File: src/design/msgpk_pkg.sv
// ----------------------------------------------------------------------------
// msgpk_pkg
// Shared types, codes and format bytes for the MessagePack stream encoder.
// ----------------------------------------------------------------------------
package msgpk_pkg;

    localparam int POS_W       = 17;
    localparam int DEPTH_W     = 8;
    localparam int LEN_W       = 16;
    localparam int VALUE_W     = 64;
    localparam int BYTE_W      = 8;
    localparam int MAX_BYTES   = 9;
    localparam int CNT_W       = 4;
    localparam int BUFFER_BYTES = 65536;

    localparam logic [POS_W-1:0]   RESET_BUFFER_SIZE = POS_W'(65536);
    localparam logic [DEPTH_W-1:0] DEPTH_MAX         = '1;

    typedef logic [BYTE_W-1:0] t_byte;

    typedef enum logic [3:0] {
        OP_NIL      = 4'd0,
        OP_TRUE     = 4'd1,
        OP_FALSE    = 4'd2,
        OP_UINT     = 4'd3,
        OP_SINT     = 4'd4,
        OP_MAP      = 4'd5,
        OP_ENDMAP   = 4'd6,
        OP_ARRAY    = 4'd7,
        OP_ENDARRAY = 4'd8,
        OP_STR      = 4'd9,
        OP_STRBYTE  = 4'd10,
        OP_SAVE     = 4'd11,
        OP_RESTORE  = 4'd12,
        OP_RESTART  = 4'd13
    } t_op;

    typedef enum logic [1:0] {
        ST_OK        = 2'd0,
        ST_TOO_LARGE = 2'd1,
        ST_NO_ROOM   = 2'd2,
        ST_UNDERFLOW = 2'd3
    } t_status;

    localparam t_byte TAG_NIL      = 8'hC0;
    localparam t_byte TAG_FALSE    = 8'hC2;
    localparam t_byte TAG_TRUE     = 8'hC3;
    localparam t_byte TAG_UINT8    = 8'hCC;
    localparam t_byte TAG_UINT16   = 8'hCD;
    localparam t_byte TAG_UINT32   = 8'hCE;
    localparam t_byte TAG_UINT64   = 8'hCF;
    localparam t_byte TAG_INT8     = 8'hD0;
    localparam t_byte TAG_INT16    = 8'hD1;
    localparam t_byte TAG_INT32    = 8'hD2;
    localparam t_byte TAG_INT64    = 8'hD3;
    localparam t_byte TAG_FIXMAP   = 8'h80;
    localparam t_byte TAG_FIXARRAY = 8'h90;
    localparam t_byte TAG_FIXSTR   = 8'hA0;
    localparam t_byte TAG_MAP16    = 8'hDE;
    localparam t_byte TAG_ARRAY16  = 8'hDC;
    localparam t_byte TAG_STR16    = 8'hDA;

endpackage

File: src/design/msgpack_stream_encoder.sv
// ----------------------------------------------------------------------------
// msgpack_stream_encoder
// Encodes one command per input transfer into MessagePack bytes, one byte
// per output transfer, with position, nesting depth and string body tracking.
//
//  channel   dir  tdata                         tuser                 tlast
//  s_axis    in   [63:0] value, [71:64] byte    [3:0] op              -
//  m_axis    out  [7:0] byte, [24:8] position   [0] valid, [2:1] stat last
//  cfg       in   i_cfg_wr_data = buffer_size   -                     -
//
// An item is held in the input register and then leaves the output shift
// register one result per output transfer, until all of its results are sent.
// The next item is encoded in the cycle its predecessor's last result leaves.
// Reset is synchronous; it clears position, depths and string state.
// A stall on m_axis holds the current result and backs up into s_axis.
// ----------------------------------------------------------------------------
module msgpack_stream_encoder (
    input  logic                          i_clk,
    input  logic                          i_rst_n,
    input  logic                          s_axis_tvalid,
    output logic                          s_axis_tready,
    input  logic [71:0]                   s_axis_tdata,  // value, data_byte
    input  logic [3:0]                    s_axis_tuser,  // op
    output logic                          m_axis_tvalid,
    input  logic                          m_axis_tready,
    output logic [31:0]                   m_axis_tdata,  // out_byte, position, pad
    output logic [2:0]                    m_axis_tuser,  // byte_valid, status
    output logic                          m_axis_tlast,
    input  logic                          i_cfg_wr_en,
    input  logic [msgpk_pkg::POS_W-1:0]   i_cfg_wr_data
);

    localparam int POS_W   = msgpk_pkg::POS_W;
    localparam int DEPTH_W = msgpk_pkg::DEPTH_W;
    localparam int LEN_W   = msgpk_pkg::LEN_W;
    localparam int VALUE_W = msgpk_pkg::VALUE_W;
    localparam int NB      = msgpk_pkg::MAX_BYTES;
    localparam int CNT_W   = msgpk_pkg::CNT_W;

    logic [POS_W-1:0]           r_buffer_size;
    logic [POS_W-1:0]           r_write_pos;
    logic [DEPTH_W-1:0]         r_map_depth;
    logic [DEPTH_W-1:0]         r_array_depth;
    logic [LEN_W-1:0]           r_string_left;
    logic                       r_string_drop;

    logic                       r_in_valid;
    logic [3:0]                 r_op;
    logic [VALUE_W-1:0]         r_value;
    msgpk_pkg::t_byte           r_data;

    logic                       r_out_valid;
    msgpk_pkg::t_byte           r_bytes [NB];
    logic [CNT_W-1:0]           r_nbytes;
    logic                       r_closing;
    msgpk_pkg::t_status         r_status;
    logic [POS_W-1:0]           r_pos;
    logic [POS_W-1:0]           r_final_pos;

    logic [POS_W-1:0]           n_write_pos;
    logic [DEPTH_W-1:0]         n_map_depth;
    logic [DEPTH_W-1:0]         n_array_depth;
    logic [LEN_W-1:0]           n_string_left;
    logic                       n_string_drop;

    logic [POS_W-1:0]           buf_end;
    logic                       want_write;
    msgpk_pkg::t_byte           tag;
    logic [CNT_W-1:0]           plen;
    logic [VALUE_W-1:0]         pay;
    msgpk_pkg::t_byte           bytes [NB];
    logic                       fit1;
    logic                       fit2;
    logic                       ok1;
    logic                       ok2;
    logic [CNT_W-1:0]           nbytes;
    logic [POS_W-1:0]           pos_after;
    logic                       body_fits;
    logic                       count_big;
    msgpk_pkg::t_status         status;

    logic                       cur_last;
    logic                       m_fire;
    logic                       s_fire;
    logic                       out_free;
    logic                       load;

    assign buf_end = (32'(r_buffer_size) > msgpk_pkg::BUFFER_BYTES)
                   ? POS_W'(msgpk_pkg::BUFFER_BYTES) : r_buffer_size;
    assign count_big = (r_value[VALUE_W-1:LEN_W] != '0);

    // Select the type byte and payload length for the command.
    always_comb begin
        want_write = 1'b0;
        tag        = r_data;
        plen       = '0;
        case (r_op)
            msgpk_pkg::OP_NIL: begin
                want_write = 1'b1;
                tag        = msgpk_pkg::TAG_NIL;
            end
            msgpk_pkg::OP_TRUE: begin
                want_write = 1'b1;
                tag        = msgpk_pkg::TAG_TRUE;
            end
            msgpk_pkg::OP_FALSE: begin
                want_write = 1'b1;
                tag        = msgpk_pkg::TAG_FALSE;
            end
            msgpk_pkg::OP_UINT: begin
                want_write = 1'b1;
                if (r_value[63:7] == '0) begin
                    tag = r_value[7:0];
                end else if (r_value[63:8] == '0) begin
                    tag  = msgpk_pkg::TAG_UINT8;
                    plen = CNT_W'(1);
                end else if (r_value[63:16] == '0) begin
                    tag  = msgpk_pkg::TAG_UINT16;
                    plen = CNT_W'(2);
                end else if (r_value[63:32] == '0) begin
                    tag  = msgpk_pkg::TAG_UINT32;
                    plen = CNT_W'(4);
                end else begin
                    tag  = msgpk_pkg::TAG_UINT64;
                    plen = CNT_W'(8);
                end
            end
            msgpk_pkg::OP_SINT: begin
                want_write = 1'b1;
                if (r_value[63:7] == '0 || r_value[63:5] == '1) begin
                    tag = r_value[7:0];
                end else if (r_value[63:7] == '1) begin
                    tag  = msgpk_pkg::TAG_INT8;
                    plen = CNT_W'(1);
                end else if (r_value[63:15] == '0 || r_value[63:15] == '1) begin
                    tag  = msgpk_pkg::TAG_INT16;
                    plen = CNT_W'(2);
                end else if (r_value[63:31] == '0 || r_value[63:31] == '1) begin
                    tag  = msgpk_pkg::TAG_INT32;
                    plen = CNT_W'(4);
                end else begin
                    tag  = msgpk_pkg::TAG_INT64;
                    plen = CNT_W'(8);
                end
            end
            msgpk_pkg::OP_MAP, msgpk_pkg::OP_ARRAY: begin
                want_write = !count_big;
                if (r_value[15:4] == '0) begin
                    tag = ((r_op == msgpk_pkg::OP_MAP) ? msgpk_pkg::TAG_FIXMAP
                                                       : msgpk_pkg::TAG_FIXARRAY)
                        | {4'b0, r_value[3:0]};
                end else begin
                    tag  = (r_op == msgpk_pkg::OP_MAP) ? msgpk_pkg::TAG_MAP16
                                                       : msgpk_pkg::TAG_ARRAY16;
                    plen = CNT_W'(2);
                end
            end
            msgpk_pkg::OP_STR: begin
                want_write = !count_big;
                if (r_value[15:5] == '0) begin
                    tag = msgpk_pkg::TAG_FIXSTR | {3'b0, r_value[4:0]};
                end else begin
                    tag  = msgpk_pkg::TAG_STR16;
                    plen = CNT_W'(2);
                end
            end
            msgpk_pkg::OP_STRBYTE: begin
                want_write = (r_string_left != '0) && !r_string_drop;
                tag        = r_data;
            end
            default: begin
                want_write = 1'b0;
            end
        endcase
    end

    // Lay out the payload big-endian behind the type byte.
    always_comb begin
        case (plen)
            CNT_W'(1): pay = {r_value[7:0], 56'b0};
            CNT_W'(2): pay = {r_value[15:0], 48'b0};
            CNT_W'(4): pay = {r_value[31:0], 32'b0};
            default:   pay = r_value;
        endcase
        bytes[0] = tag;
        for (int j = 0; j < NB - 1; j++) begin
            bytes[j+1] = pay[VALUE_W-1-8*j -: 8];
        end
    end

    assign fit1 = ({1'b0, r_write_pos} + 18'd1) <= {1'b0, buf_end};
    assign fit2 = ({1'b0, r_write_pos} + 18'd1 + 18'(plen)) <= {1'b0, buf_end};
    assign ok1  = want_write && fit1;
    assign ok2  = ok1 && fit2;
    assign nbytes    = !ok1 ? '0 : (ok2 ? plen + CNT_W'(1) : CNT_W'(1));
    assign pos_after = r_write_pos + POS_W'(nbytes);
    assign body_fits = ({1'b0, pos_after} + 18'(r_value[LEN_W-1:0])) <= {1'b0, buf_end};

    // Next state and status.
    always_comb begin
        n_write_pos   = pos_after;
        n_map_depth   = r_map_depth;
        n_array_depth = r_array_depth;
        n_string_left = r_string_left;
        n_string_drop = r_string_drop;
        status        = (want_write && !ok2) ? msgpk_pkg::ST_NO_ROOM : msgpk_pkg::ST_OK;
        case (r_op)
            msgpk_pkg::OP_MAP: begin
                if (count_big) begin
                    status = msgpk_pkg::ST_TOO_LARGE;
                end else if (r_map_depth != msgpk_pkg::DEPTH_MAX) begin
                    n_map_depth = r_map_depth + DEPTH_W'(1);
                end
            end
            msgpk_pkg::OP_ARRAY: begin
                if (count_big) begin
                    status = msgpk_pkg::ST_TOO_LARGE;
                end else if (r_array_depth != msgpk_pkg::DEPTH_MAX) begin
                    n_array_depth = r_array_depth + DEPTH_W'(1);
                end
            end
            msgpk_pkg::OP_ENDMAP: begin
                if (r_map_depth == '0) begin
                    status = msgpk_pkg::ST_UNDERFLOW;
                end else begin
                    n_map_depth = r_map_depth - DEPTH_W'(1);
                end
            end
            msgpk_pkg::OP_ENDARRAY: begin
                if (r_array_depth == '0) begin
                    status = msgpk_pkg::ST_UNDERFLOW;
                end else begin
                    n_array_depth = r_array_depth - DEPTH_W'(1);
                end
            end
            msgpk_pkg::OP_STR: begin
                if (count_big) begin
                    status = msgpk_pkg::ST_TOO_LARGE;
                end else begin
                    n_string_left = r_value[LEN_W-1:0];
                    n_string_drop = !(ok2 && body_fits);
                    status        = n_string_drop ? msgpk_pkg::ST_NO_ROOM
                                                  : msgpk_pkg::ST_OK;
                end
            end
            msgpk_pkg::OP_STRBYTE: begin
                if (r_string_left != '0) begin
                    n_string_left = r_string_left - LEN_W'(1);
                    n_string_drop = r_string_drop || !ok2;
                    status        = n_string_drop ? msgpk_pkg::ST_NO_ROOM
                                                  : msgpk_pkg::ST_OK;
                end
            end
            msgpk_pkg::OP_RESTORE: begin
                n_write_pos = (r_value > {{(VALUE_W-POS_W){1'b0}}, buf_end})
                            ? buf_end : r_value[POS_W-1:0];
            end
            msgpk_pkg::OP_RESTART: begin
                n_write_pos   = '0;
                n_map_depth   = '0;
                n_array_depth = '0;
                n_string_left = '0;
                n_string_drop = 1'b0;
            end
            default: begin
                n_write_pos = pos_after;
            end
        endcase
    end

    // Handshake between input register and output shift register.
    assign cur_last = (r_nbytes == '0) || (r_nbytes == CNT_W'(1) && !r_closing);
    assign m_fire   = r_out_valid && m_axis_tready;
    assign s_fire   = s_axis_tvalid && s_axis_tready;
    assign out_free = !r_out_valid || (m_fire && cur_last);
    assign load     = r_in_valid && out_free;
    assign s_axis_tready = !r_in_valid || load;

    assign m_axis_tvalid = r_out_valid;
    assign m_axis_tlast  = cur_last;
    assign m_axis_tdata  = {7'b0,
                            (r_nbytes != '0) ? r_pos : r_final_pos,
                            (r_nbytes != '0) ? r_bytes[0] : 8'h00};
    assign m_axis_tuser  = {(r_nbytes != '0) ? msgpk_pkg::ST_OK : r_status,
                            r_nbytes != '0};

    always_ff @(posedge i_clk) begin
        if (!i_rst_n) begin
            r_buffer_size <= msgpk_pkg::RESET_BUFFER_SIZE;
            r_write_pos   <= '0;
            r_map_depth   <= '0;
            r_array_depth <= '0;
            r_string_left <= '0;
            r_string_drop <= 1'b0;
            r_in_valid    <= 1'b0;
            r_out_valid   <= 1'b0;
        end else begin
            if (i_cfg_wr_en) begin
                r_buffer_size <= i_cfg_wr_data;
            end
            if (s_fire) begin
                r_in_valid <= 1'b1;
            end else if (load) begin
                r_in_valid <= 1'b0;
            end
            if (load) begin
                r_out_valid   <= 1'b1;
                r_write_pos   <= n_write_pos;
                r_map_depth   <= n_map_depth;
                r_array_depth <= n_array_depth;
                r_string_left <= n_string_left;
                r_string_drop <= n_string_drop;
            end else if (m_fire && cur_last) begin
                r_out_valid <= 1'b0;
            end
        end
    end

    always_ff @(posedge i_clk) begin
        if (s_fire) begin
            r_op    <= s_axis_tuser;
            r_value <= s_axis_tdata[VALUE_W-1:0];
            r_data  <= s_axis_tdata[VALUE_W +: 8];
        end
        if (load) begin
            r_bytes     <= bytes;
            r_nbytes    <= nbytes;
            r_closing   <= (nbytes == '0) || (status != msgpk_pkg::ST_OK);
            r_status    <= status;
            r_pos       <= r_write_pos + POS_W'(1);
            r_final_pos <= n_write_pos;
        end else if (m_fire && r_nbytes != '0) begin
            for (int i = 0; i < NB - 1; i++) begin
                r_bytes[i] <= r_bytes[i+1];
            end
            r_bytes[NB-1] <= '0;
            r_nbytes      <= r_nbytes - CNT_W'(1);
            r_pos         <= r_pos + POS_W'(1);
        end
    end

endmodule
File: config.mk
export PLATFORM = sky130hd
export DESIGN_NAME = msgpack_stream_encoder
export DESIGN_NICKNAME = d
export VERILOG_FILES = /design/src/design/msgpk_pkg.sv /design/src/design/msgpack_stream_encoder.sv
export SDC_FILE = /design/constraint.sdc
export NUM_CORES = 1
export LEC_CHECK = 0
export BUFFER_PORTS_ARGS = -buffer_cell sky130_fd_sc_hd__buf_2
export CORE_MARGIN = 5
export CORE_UTILIZATION = 55
export DETAILED_ROUTE_END_ITERATION = 8
export PLACE_DENSITY = 0.84
export SYNTH_ARGS = -nofsm -noshare
export SYNTH_HDL_FRONTEND = slang
export SYNTH_SLANG_ARGS = --single-unit
File: constraint.sdc
create_clock -name i_clk -period 10.3 [get_ports i_clk]
set_clock_uncertainty 0.15 [all_clocks]
set_input_delay 2.575 -clock i_clk [delete_from_list [all_inputs] [get_ports i_clk]]
set_output_delay 2.575 -clock i_clk [all_outputs]
set_load 0.02 [all_outputs]
==> metrics.txt <==
# TYPE chip_impl_metric gauge
chip_impl_metric{name="slew_viol_final",unit=""} 0
chip_impl_metric{name="crit_path_max_fanout",unit=""} 4
chip_impl_info{name="hold_path.class",value="register to register"} 1
chip_impl_metric{name="mappedNetlistArea",unit="µm²"} 16780
chip_impl_metric{name="core-area",unit="µm²"} 30350
chip_impl_info{name="yosys-top-cells-count",value="sky130_fd_sc_hd__nand2_1, sky130_fd_sc_hd__nor2_1, sky130_fd_sc_hd__edfxtp_1, sky130_fd_sc_hd__a21oi_1, sky130_fd_sc_hd__ha_1"} 1
chip_impl_metric{name="floorplan.initialDensity",unit="%"} 55.29
chip_impl_metric{name="sequential_cell_area",unit="µm²"} 7057
chip_impl_metric{name="postRouteAntennaNets",unit=""} 0
chip_impl_info{name="endpoint_kind",value="register"} 1
chip_impl_info{name="worst_setup_path_start_kind",value="register"} 1
chip_impl_metric{name="worst_skew_pair.late_latency",unit="ps"} 560
chip_impl_metric{name="routed_via_density",unit=""} 6.499
chip_impl_metric{name="post_synthesis_async_set_or_reset_flop_share",unit="%"} 0
chip_impl_metric{name="max_slew.worst_pin.slew",unit="ps"} 1217
chip_impl_metric{name="critical_path_at",unit="ps"} 10070
chip_impl_metric{name="report.final.hold_viol_count",unit=""} 0
chip_impl_metric{name="floorplan.rows",unit=""} 64
chip_impl_metric{name="yosys_warnings",unit=""} 0
chip_impl_metric{name="slew-limit-headroom",unit="%"} 18.21
chip_impl_metric{name="fin_hold_ws",unit="ps"} 341.6
chip_impl_metric{name="io_buffers",unit=""} 128
chip_impl_info{name="run_status",value="finished, final reports clean"} 1
chip_impl_metric{name="maxcap_viol_count",unit=""} 0
chip_impl_metric{name="met2RoutedLength",unit="µm"} 24880
chip_impl_metric{name="seq_area_frac_synth",unit="%"} 42.06
chip_impl_metric{name="gr-usage-all-layers",unit="%"} 30.90
chip_impl_metric{name="drt_wl_total",unit="µm"} 54120
chip_impl_metric{name="first_pass_iters",unit=""} 6
chip_impl_metric{name="fin_total_pwr",unit="mW"} 2.695
chip_impl_metric{name="drtIter0Drc",unit=""} 1870
chip_impl_metric{name="timing.final.ws_setup",unit="ps"} 372.5
chip_impl_metric{name="wirelength_met1",unit="µm"} 20370
chip_impl_metric{name="p_int",unit="mW"} 1.931
chip_impl_metric{name="global_route.overflow_total",unit=""} 0
chip_impl_metric{name="post-place-ws",unit="ps"} -320.2
chip_impl_info{name="tritoncts",value="built"} 1
chip_impl_metric{name="floorplan.die_area",unit="µm²"} 34100
chip_impl_metric{name="cts-buffers-inserted",unit=""} 27
chip_impl_metric{name="layout_min_cycle_time",unit="ps"} 9927
chip_impl_metric{name="irDropWorstVdd",unit="µV"} 155.4
chip_impl_metric{name="yosys.area.top_type_share",unit="%"} 33.82
chip_impl_metric{name="pin_count_of_the_biggest_net_entering_global_routing",unit=""} 85
chip_impl_metric{name="post_synth_inst_count",unit=""} 1777
chip_impl_metric{name="min_period_over_period",unit="%"} 96.38
chip_impl_metric{name="sw_frac_of_total",unit="%"} 28.33
chip_impl_metric{name="layout-area-overhead-vs-synth",unit="%"} 15.79
chip_impl_metric{name="p_sw",unit="mW"} 0.7633
chip_impl_info{name="yosys.area.top_type",value="sky130_fd_sc_hd__edfxtp_1"} 1
chip_impl_metric{name="clkSinkCount",unit=""} 258
chip_impl_info{name="dominantRegCellSynth",value="sky130_fd_sc_hd__edfxtp_1"} 1
chip_impl_metric{name="path_buf_inv",unit=""} 3
chip_impl_metric{name="clockBufferDepth",unit=""} 3
chip_impl_info{name="dr.max_layer_used",value="met4"} 1
chip_impl_metric{name="clock_tree.htree_level_count",unit=""} 1
chip_impl_metric{name="remaining_drc_errors",unit=""} 0
chip_impl_info{name="criticalPathCategory",value="register to register"} 1
chip_impl_metric{name="nNetsFinal",unit=""} 2169
chip_impl_info{name="path_delay_family",value="compound AO/OA/AOI/OAI gates"} 1
chip_impl_info{name="timing.critical_path.slowest_stage_cell",value="sky130_fd_sc_hd__or4b_1"} 1
chip_impl_metric{name="power_frac_comb",unit="%"} 17.1
chip_impl_metric{name="num_vias",unit=""} 15410
chip_impl_metric{name="antenna_diode_count",unit=""} 0
chip_impl_metric{name="antenna_found_initial",unit=""} 0
chip_impl_metric{name="critical_path_required",unit="ps"} 10440
chip_impl_metric{name="grt_first_pass_wirelength",unit="µm"} 82960
chip_impl_metric{name="floorplan.die.width",unit="µm"} 184.7
chip_impl_metric{name="total_leakage_power",unit="nW"} 7.881
chip_impl_metric{name="layout.filler_cells",unit=""} 2420
chip_impl_metric{name="postSynthAreaPerCell",unit="µm²"} 9.443
chip_impl_metric{name="avgRoutedWirePerCell",unit="µm"} 22.83
chip_impl_info{name="cts-root-buf",value="sky130_fd_sc_hd__clkbuf_16"} 1
chip_impl_metric{name="power_density",unit="nW/µm²"} 138.7
chip_impl_metric{name="grt_pass1_vias",unit=""} 14880
chip_impl_metric{name="die_h",unit="µm"} 184.7
chip_impl_metric{name="path_clk_slew",unit="ps"} 60
chip_impl_metric{name="dr_wl_met3",unit="µm"} 5531
chip_impl_metric{name="layout-drive-gt1-share",unit="%"} 18.68
chip_impl_metric{name="synth-seq-cells",unit=""} 258
chip_impl_metric{name="area_of_combinational_cells_with_multiple_inputs",unit="µm²"} 9289
chip_impl_metric{name="power.share.clock",unit="%"} 36.5
chip_impl_metric{name="seq_power_share",unit="%"} 46.4
chip_impl_metric{name="number_of_endpoints_failing_setup_at_the_final_stage",unit=""} 0
chip_impl_metric{name="timing.critical_path.slowest_cell_delay",unit="ps"} 500
chip_impl_info{name="synth.most_common_cell",value="sky130_fd_sc_hd__nand2_1"} 1
chip_impl_metric{name="dp_hpwl",unit="µm"} 39390
chip_impl_metric{name="number_of_synthesized_flops_with_an_enable_pin",unit=""} 189
chip_impl_metric{name="floorplan.io_pins",unit=""} 136
chip_impl_info{name="timing.critical_path.mode_cell",value="sky130_fd_sc_hd__ha_1"} 1
chip_impl_metric{name="netlist-cell-type-count",unit=""} 96
chip_impl_metric{name="finalSetupTns",unit="ps"} 0
chip_impl_metric{name="place_congestion",unit=""} 1.009
chip_impl_metric{name="clock.fmax",unit="MHz"} 100.7
chip_impl_info{name="synth.area.top_cells",value="sky130_fd_sc_hd__edfxtp_1, sky130_fd_sc_hd__ha_1, sky130_fd_sc_hd__dfxtp_1, sky130_fd_sc_hd__nand2_1, sky130_fd_sc_hd__nor2_1"} 1
state kept, by name (all words and copies together), names as in the netlist, 2 cells and up:
name           count
r_op               4
r_buffer_size     17
r_final_pos       17
r_array_depth      8
r_map_depth        8
r_string_left     16
r_write_pos       17
r_bytes           72
r_value           64
r_status           2
r_pos             17
r_nbytes           4
r_data             8
worst register-to-register path, delay by kind of cell, from the launching register on:
| family | cells | cell delay [ps] |
|---|---|---|
| buffers and inverters | 3 | 380 |
| AO/OA/AOI/OAI | 18 | 3320 |
| XOR/XNOR | 3 | 490 |
| flip-flops | 1 | 470 |
| adder cells (fa/ha/maj) | 7 | 1970 |
| AND/OR/NAND/NOR | 12 | 2860 |
cell families after synthesis:
family	count (synthesis)	share of synthesized area (%)
buffers and inverters	156	3.818
AOI/OAI and AO/OA	418	17.27
other	1	0.02235
DFF	258	42.05
xor gates and xnor gates	93	4.899
adders and majority gates	118	8.963
and+or+nand+nor	676	19.42
muxes	57	3.557
stage by stage:
| stage | instances | utilization (%) | cell area, µm² |
|---|---|---|---|
| 5_1_grt | 2371 | 64.02 | 19430 |
| 2_1_floorplan | 1783 | - | 16800 |
| 3_5_place_dp | 2308 | 60.32 | 18310 |
| 4_1_cts | 2358 | 63.33 | 19220 |
| 6_report | 2371 | 64.02 | 19430 |
| 3_3_place_gp | 2308 | 60.32 | 18310 |
power by group through the flow:
stage	Sequential, mW	Clock (mW)	Combinational (mW)
finish	1.25	0.983	0.460
global route	1.26	1.03	0.501
CTS	1.25	0.991	0.444
detailed placement	1.27	0	0.440
global placement	1.27	0	0.428
floorplan	1.26	0	0.289
placed cells by master (no fill, tap or decap), types with 50 or more instances in the layout:
| master | synthesis | layout |
|---|---|---|
| sky130_fd_sc_hd__buf_2 | 14 | 128 |
| sky130_fd_sc_hd__ha_1 | 113 | 112 |
| sky130_fd_sc_hd__buf_4 | 10 | 116 |
| sky130_fd_sc_hd__nand2_1 | 200 | 200 |
| sky130_fd_sc_hd__dfxtp_1 | 69 | 69 |
| sky130_fd_sc_hd__nand3_1 | 56 | 56 |
| sky130_fd_sc_hd__o21ai_0 | 77 | 74 |
| sky130_fd_sc_hd__inv_1 | 50 | 50 |
| sky130_fd_sc_hd__nor2_1 | 190 | 189 |
| sky130_fd_sc_hd__a21oi_1 | 122 | 118 |
| sky130_fd_sc_hd__edfxtp_1 | 189 | 189 |
what timing repair did:
item,4_1_cts,5_1_grt
hold buffers,0,0
gates resized for setup,8,24
pin swaps,0,15
endpoints found under the setup margin,3,3
buffers inserted,0,13
cloned,0,0
path summary, 6_finish.rpt:
| kind | start | end | slack (ps) | cells past startpoint |
|---|---|---|---|---|
| max | r_value[30] | r_closing | 370 | 43 |
| min | r_string_left[5] | r_string_left[5] | 340 | 2 |
| max reg2reg | r_value[30] | r_closing | 370 | 43 |
| min reg2reg | r_string_left[5] | r_string_left[5] | 340 | 2 |
per-layer routing:
layer / vias up / global-route usage [%]
met2: 931 / 50.13
met1: 7287 / 39.31
met3: 245 / 6.927
met5: - / 0
met4: 0 / 14.94
li1: 6946 / -
layout make-up:
type / instances / area share (%)
Clock inverter: 16 / 0.8887
Multi-Input combinational cell: 1369 / 47.81
Inverter: 54 / 1.043
Clock buffer: 34 / 3.613
Timing Repair Buffer: 244 / 7.779
Tap cell: 396 / 2.550
Sequential cell: 258 / 36.32
No activity file was read; power rests on OpenSTA's default activity.
